<file path="src/design/au_hsp_pkg.sv">
`timescale 1ns / 1ps
`default_nettype none

package au_hsp_pkg;

    localparam int unsigned HEADER_BYTES = 24;
    localparam int unsigned WORD_BYTES   = 4;
    localparam int unsigned SAMPLE_BYTES = 2;
    localparam int unsigned HEADER_WORDS = HEADER_BYTES / WORD_BYTES;

    // Result status codes
    localparam logic [2:0] ST_HEADER_BYTE = 3'd0;
    localparam logic [2:0] ST_WORD_OK     = 3'd1;
    localparam logic [2:0] ST_SKIPPING    = 3'd2;
    localparam logic [2:0] ST_HEADER_DONE = 3'd3;
    localparam logic [2:0] ST_HALF_SAMPLE = 3'd4;
    localparam logic [2:0] ST_SAMPLE      = 3'd5;
    localparam logic [2:0] ST_ERROR       = 3'd6;

    // Header word numbers
    localparam logic [2:0] WD_MAGIC    = 3'd1;
    localparam logic [2:0] WD_OFFSET   = 3'd2;
    localparam logic [2:0] WD_SIZE     = 3'd3;
    localparam logic [2:0] WD_ENCODING = 3'd4;
    localparam logic [2:0] WD_RATE     = 3'd5;
    localparam logic [2:0] WD_CHANNELS = 3'd6;

    // Configuration register indexes
    localparam logic [2:0] CFG_MAGIC      = 3'd0;
    localparam logic [2:0] CFG_MIN_OFFSET = 3'd1;
    localparam logic [2:0] CFG_ENCODING   = 3'd2;
    localparam logic [2:0] CFG_RATE       = 3'd3;
    localparam logic [2:0] CFG_CHANNELS   = 3'd4;

    localparam logic [31:0] RST_MAGIC      = 32'd779316836;
    localparam logic [31:0] RST_MIN_OFFSET = 32'd24;
    localparam logic [31:0] RST_ENCODING   = 32'd3;
    localparam logic [31:0] RST_RATE       = 32'd8000;
    localparam logic [31:0] RST_CHANNELS   = 32'd1;

    typedef logic [2:0]  t_status;
    typedef logic [2:0]  t_cfg_index;
    typedef logic [31:0] t_word;

endpackage

`default_nettype wire

</file>
<file path="src/design/au_header_and_sample_parser_top.sv">
`timescale 1ns / 1ps
`default_nettype none

// Byte-serial parser for a PCM16 audio file. Each accepted byte yields exactly one result
// item: six big-endian header words are gathered and checked against the configuration
// registers, annotation bytes up to the data offset are skipped, then byte pairs are
// joined high byte first into signed 16-bit samples. A failed check reports status 6 and
// keeps reporting it until a byte arrives with new_file set, which restarts parsing with
// that byte as the first of the file. Throughput is one byte per clock unless the sink
// stalls; the result of a byte appears in the cycle after it is accepted, from a single
// output register that lets the next byte in while a result waits if the sink takes it.
// Write the configuration registers only while no item is in flight.
module au_header_and_sample_parser_top (
    input  wire                      i_clk,
    input  wire                      i_rst_n,
    input  wire                      i_cfg_wr_en,
    input  au_hsp_pkg::t_cfg_index   i_cfg_index,
    input  au_hsp_pkg::t_word        i_cfg_data,
    input  wire                      i_in_valid,
    output logic                     o_in_ready,
    input  wire  [7:0]               i_data_byte,
    input  wire                      i_new_file,
    output logic                     o_out_valid,
    input  wire                      i_out_ready,
    output au_hsp_pkg::t_status      o_status,
    output logic [2:0]               o_word_index,
    output au_hsp_pkg::t_word        o_word_value,
    output logic signed [15:0]       o_sample_value
);
    import au_hsp_pkg::*;

    typedef enum logic [1:0] {
        PH_HEADER = 2'd0,
        PH_SKIP   = 2'd1,
        PH_DATA   = 2'd2
    } t_phase;

    t_word r_cfg_magic, r_cfg_min_offset, r_cfg_encoding, r_cfg_rate, r_cfg_channels;

    logic [4:0]  r_byte_count, n_byte_count;
    t_word       r_word_accum, n_word_accum;
    t_word       r_skip, n_skip;
    t_phase      r_phase, n_phase;
    logic [7:0]  r_high_byte, n_high_byte;
    logic        r_half, n_half;
    logic        r_err, n_err;

    logic        r_out_valid;
    t_status     r_status, n_status;
    logic [2:0]  r_widx, n_widx;
    t_word       r_wval, n_wval;
    logic [15:0] r_samp, n_samp;

    logic        w_take;
    logic [4:0]  e_count;
    t_word       e_accum, e_skip;
    t_phase      e_phase;
    logic [7:0]  e_high;
    logic        e_half, e_err;
    logic [4:0]  w_cnt;
    t_word       w_acc;
    logic        w_ok;

    assign o_in_ready = !r_out_valid || i_out_ready;
    assign w_take     = i_in_valid && o_in_ready;

    always_comb begin
        // A new file starts from cleared parse state.
        e_count = i_new_file ? '0 : r_byte_count;
        e_accum = i_new_file ? '0 : r_word_accum;
        e_skip  = i_new_file ? '0 : r_skip;
        e_phase = i_new_file ? PH_HEADER : r_phase;
        e_high  = i_new_file ? '0 : r_high_byte;
        e_half  = i_new_file ? 1'b0 : r_half;
        e_err   = i_new_file ? 1'b0 : r_err;

        n_byte_count = e_count;
        n_word_accum = e_accum;
        n_skip       = e_skip;
        n_phase      = e_phase;
        n_high_byte  = e_high;
        n_half       = e_half;
        n_err        = e_err;
        n_status     = ST_HEADER_BYTE;
        n_widx       = '0;
        n_wval       = '0;
        n_samp       = '0;
        w_cnt        = e_count + 5'd1;
        w_acc        = {e_accum[23:0], i_data_byte};
        w_ok         = 1'b0;

        if (e_err) begin
            n_status = ST_ERROR;
        end else begin
            case (e_phase)
                PH_HEADER: begin
                    n_byte_count = w_cnt;
                    n_word_accum = w_acc;
                    if (w_cnt[1:0] == 2'd0) begin
                        n_widx       = w_cnt[4:2];
                        n_wval       = w_acc;
                        n_word_accum = '0;
                        case (w_cnt[4:2])
                            WD_MAGIC:    w_ok = (w_acc == r_cfg_magic);
                            WD_OFFSET: begin
                                w_ok   = (w_acc >= r_cfg_min_offset);
                                n_skip = (w_acc > 32'(HEADER_BYTES))
                                       ? w_acc - 32'(HEADER_BYTES) : '0;
                            end
                            WD_SIZE:     w_ok = 1'b1;
                            WD_ENCODING: w_ok = (w_acc == r_cfg_encoding);
                            WD_RATE:     w_ok = (w_acc == r_cfg_rate);
                            WD_CHANNELS: w_ok = (w_acc == r_cfg_channels);
                            default:     w_ok = 1'b0;
                        endcase
                        if (!w_ok) begin
                            n_status = ST_ERROR;
                            n_err    = 1'b1;
                        end else if (w_cnt[4:2] == 3'(HEADER_WORDS)) begin
                            n_status = ST_HEADER_DONE;
                            n_phase  = (n_skip != '0) ? PH_SKIP : PH_DATA;
                        end else begin
                            n_status = ST_WORD_OK;
                        end
                    end
                end
                PH_SKIP: begin
                    n_status = ST_SKIPPING;
                    if (e_skip != '0) begin
                        n_skip = e_skip - 32'd1;
                    end
                    if (n_skip == '0) begin
                        n_phase = PH_DATA;
                    end
                end
                default: begin
                    if (!e_half) begin
                        n_high_byte = i_data_byte;
                        n_half      = 1'b1;
                        n_status    = ST_HALF_SAMPLE;
                    end else begin
                        n_samp   = {e_high, i_data_byte};
                        n_half   = 1'b0;
                        n_status = ST_SAMPLE;
                    end
                end
            endcase
        end
    end

    always_ff @(posedge i_clk) begin
        if (!i_rst_n) begin
            r_cfg_magic      <= RST_MAGIC;
            r_cfg_min_offset <= RST_MIN_OFFSET;
            r_cfg_encoding   <= RST_ENCODING;
            r_cfg_rate       <= RST_RATE;
            r_cfg_channels   <= RST_CHANNELS;
        end else if (i_cfg_wr_en) begin
            case (i_cfg_index)
                CFG_MAGIC:      r_cfg_magic      <= i_cfg_data;
                CFG_MIN_OFFSET: r_cfg_min_offset <= i_cfg_data;
                CFG_ENCODING:   r_cfg_encoding   <= i_cfg_data;
                CFG_RATE:       r_cfg_rate       <= i_cfg_data;
                CFG_CHANNELS:   r_cfg_channels   <= i_cfg_data;
                default: ;
            endcase
        end
    end

    always_ff @(posedge i_clk) begin
        if (!i_rst_n) begin
            r_byte_count <= '0;
            r_word_accum <= '0;
            r_skip       <= '0;
            r_phase      <= PH_HEADER;
            r_high_byte  <= '0;
            r_half       <= 1'b0;
            r_err        <= 1'b0;
            r_out_valid  <= 1'b0;
        end else begin
            if (w_take) begin
                r_byte_count <= n_byte_count;
                r_word_accum <= n_word_accum;
                r_skip       <= n_skip;
                r_phase      <= n_phase;
                r_high_byte  <= n_high_byte;
                r_half       <= n_half;
                r_err        <= n_err;
                r_out_valid  <= 1'b1;
            end else if (i_out_ready) begin
                r_out_valid  <= 1'b0;
            end
        end
    end

    // Result payload: load on accept, hold otherwise.
    always_ff @(posedge i_clk) begin
        if (w_take) begin
            r_status <= n_status;
            r_widx   <= n_widx;
            r_wval   <= n_wval;
            r_samp   <= n_samp;
        end
    end

    assign o_out_valid    = r_out_valid;
    assign o_status       = r_status;
    assign o_word_index   = r_widx;
    assign o_word_value   = r_wval;
    assign o_sample_value = r_samp;

endmodule

`default_nettype wire

</file>
<file path="config.mk">
export PLATFORM = sky130hd
export DESIGN_NAME = au_header_and_sample_parser_top
export DESIGN_NICKNAME = d
export VERILOG_FILES = /design/src/design/au_hsp_pkg.sv /design/src/design/au_header_and_sample_parser_top.sv
export SDC_FILE = /design/constraint.sdc
export NUM_CORES = 1
export LEC_CHECK = 0
export BUFFER_PORTS_ARGS = -buffer_cell sky130_fd_sc_hd__buf_2
export CAP_MARGIN = 20
export CORE_AREA = 2 2 171 173
export CTS_BUF_LIST = sky130_fd_sc_hd__clkbuf_8
export DETAILED_ROUTE_END_ITERATION = 12
export DIE_AREA = 0 0 173 175
export GPL_TIMING_DRIVEN = 1
export PLACE_DENSITY = 0.78
export SLEW_MARGIN = 10
export SYNTH_ARGS = -nofsm -noshare
export SYNTH_HDL_FRONTEND = slang
export SYNTH_SLANG_ARGS = --single-unit
</file>
<file path="constraint.sdc">
create_clock -name i_clk -period 5.8 [get_ports i_clk]
set_clock_uncertainty 0.05 [all_clocks]
set_input_delay 0 -clock i_clk [delete_from_list [all_inputs] [get_ports i_clk]]
set_output_delay 0 -clock i_clk [all_outputs]
set_load 0.01 [all_outputs]
</file>
==> metrics.txt <==
area of the multi-input gates=8344 µm²; I/O Pins=105; Die X=173 µm; top sig layer=met4; Sw Share=0.2754; clock power share=0.434; largest net degree at the start of global routing=122; hold path startpoint=i_cfg_data[21]; TritonRoute pass-1 iters=8; Fmax=224.5 MHz; via count=16,360; RSZ-0062 raised after global routing=false; Comb pwr share=0.118; Worst-Skew Late Latency=0.60 ns; synth warn=0; fin nets=2,158; Synth area leaders=dfxtp_1 30%, edfxtp_1 11%, nand2_1 9.8%; Pins Over Slew Limit=0; gr ovfl total=0; Wirelength per Cell=22.52 µm; post-synth cell types=86; ys async rst share=0; Pint=0.003460 W; Sum Neg Setup Slack=0 ns; Hold Path Sink=r_cfg_magic[21]; met1 wire length=20,810 µm; Detail Route Antenna Nets=0; number of flops mapped to enable cells by yosys=54; drt via density=6.555; clock sink count=288; Seq pwr share=0.448; Post-CTS Setup Bufs=0; drt initial violations=2,775; hold bufs inserted after CTS=49; maximum VDD drop=0.2280 mV; largest area contributor in the netlist=dfxtp_1; root buf cell=clkbuf_8; R2R depth=10; post-route minimum period=4.454 ns; number of global-route vias before repair=15,090; fin crit share=0.7679; Worst Max-Slew Pin Slew=1.111 ns; # port buffers=104; proportion of netlist area held by the largest area contributor=0.3035; fin util=0.6241; Mean Syn Cell Area=7.780 µm²; placed cell areas=16,130 µm²; die area=30,280 µm²; post-CTS resize count=0; flops & latches, synth=288; R2R Path Start=r_byte_count[0]; initial antenna violation count=0; status=complete, no violations; power density over the cells=269.5 nW/µm²; Starting Density=0.5437; Maximum Capacitance Violations=0; placer congestion estimate=1.023; first-pass GRT wire length=86,570 µm; clock-pin slew on the worst setup and hold paths=0.07 ns; fin area=17,720 µm²; CTS buffer count=49; Storage cell area=6306 µm²; routed wl met3=6761 µm; clk buf depth=3; Cells after Synth=1,984; Placeable Area=28,390 µm²; number of remaining DRC errors=0; # setup viols final=0; Final Hold Violating Endpoints=0; TritonCTS clock tree=built; Post-Syn Nets=2,067; CP Max Fanout=22; layout cells sized above 1=0.1122; final wirelength=56,210 µm; Net Switching=0.001315 W; height of the die=175 µm; hold path depth=4; wire length on met2=25,150 µm; hold slack=0.1688 ns; dpl hpwl=37,750 µm; r2r endpoint=r_phase[1]; # rows=62; most common cell after layout, fill and taps aside=nand2_1; ys flop type=dfxtp_1; crit path DAT=4.92 ns; sequential share of the synthesized area=0.4085; Crit. End Element=flip-flop; Hold/Removal Path Class=primary input to flip-flop; Filler cells=2,468; reg2reg setup slack=1.35 ns; synthesized area=15,440 µm²; Slew headroom=0.2594; Worst Setup Start Kind=flip-flop; P&R area growth vs syn=14.78%; Critical Path RT=6.26 ns; gr usage total=0.3616; critical path type=flip-flop to flip-flop; commonest non-fill, non-tap cells in the layout=403 x nand2_1, 234 x dfxtp_1, 232 x a21oi_1; n_diodes=0; Leakage=6.699 nW; H-tree levels=2
power by group through the flow:
stage	Sequential [W]	Combinational, W	Clock, W
after global routing	0.00215	0.000604	0.00215
after detailed placement	0.00218	0.000516	0
final	0.00214	0.000563	0.00207
after floorplan	0.00217	0.000330	0
after CTS	0.00214	0.000543	0.00207
after global placement	0.00218	0.000510	0
cell type report:
type                       instances  area share
multi-input combinational       1488      0.4709
sequential                       288      0.3559
timing repair buffer             184     0.07019
clock buffer                      58     0.04505
tap                              384     0.02712
clock inverter                    30     0.01695
inverter                          64     0.01384
metal layers:
layer	vias to the layer above	GRT usage
li1	7286	-
met1	7602	0.4647
met2	1212	0.5773
met3	261	0.06701
met4	0	0.1981
met5	-	0
cells by family (layout without fill, tap and decap cells):
kind of cell | count (synthesis) | count (layout) | share of synthesized area
and+or+nand+nor | 834 | 834 | 0.2455
AOI/OAI and AO/OA | 580 | 580 | 0.2425
DFF | 288 | 288 | 0.4085
buffers and inverters | 208 | 336 | 0.05269
xor gates and xnor gates | 35 | 35 | 0.01986
adders and majority gates | 34 | 34 | 0.02756
muxes | 5 | 5 | 0.003323
flip-flops by register name (all words and copies together), names as in the netlist, 2 cells and up:
signal / cells
r_word_accum: 24
r_high_byte: 8
r_cfg_magic: 32
r_phase: 2
r_byte_count: 5
r_cfg_min_offset: 32
o_status: 3
o_word_value: 32
r_cfg_channels: 32
o_sample_value: 16
r_skip: 32
r_cfg_rate: 32
r_cfg_encoding: 32
o_word_index: 3
critical path, stage by stage (launching register included):
cell and delay (ns):
dfxtp_1 0.56, nand2_1 0.41, a221oi_2 0.62, or2_2 0.54, a2111oi_0 0.19, a2111o_1 0.45, or4_1 0.43, nor4_1 0.27
nand4_1 0.22, a211o_1 0.39, o31ai_1 0.22
synth_stat cells, types with 9 or more instances:
cell type / count
a211oi_1: 9
a21o_1: 14
a21oi_1: 232
a221o_1: 9
a221oi_1: 15
a22o_1: 9
a22oi_1: 52
a31oi_1: 17
a32o_1: 13
a32oi_1: 10
and2_1: 27
and3_1: 33
buf_2: 14
clkbuf_1: 120
dfxtp_1: 234
edfxtp_1: 54
ha_1: 34
inv_1: 63
nand2_1: 403
nand2b_1: 14
nand3_1: 59
nand4_1: 14
nor2_1: 156
nor2b_1: 19
nor3_1: 34
nor4_1: 25
o211ai_1: 11
o21ai_0: 87
o22ai_1: 15
o31ai_1: 9
or3_1: 11
xnor2_1: 27
how the worst max path moves through the flow:
stage	from	endpoint	slack (ns)	cells after the start
finish	r_byte_count[0]	r_phase[1]	1.35	10
global route	r_byte_count[2]	r_phase[1]	1.20	11
CTS	r_byte_count[0]	r_phase[1]	1.47	10
detailed placement	r_byte_count[0]	r_phase[1]	1.52	10
global placement	r_byte_count[0]	r_phase[1]	1.66	10
floorplan	i_new_file	r_phase[0]	1.65	18
stage by stage:
stage	cells	worst slack (ns)	total power [W]
after floorplan	1984	1.650	0.002503
after global placement	2359	1.657	0.002690
final	2496	1.346	0.004776
after detailed placement	2359	1.516	0.002697
after CTS	2496	1.472	0.004754
after global routing	2496	1.201	0.004899
Note: power is estimated with default switching activity, not from simulation.
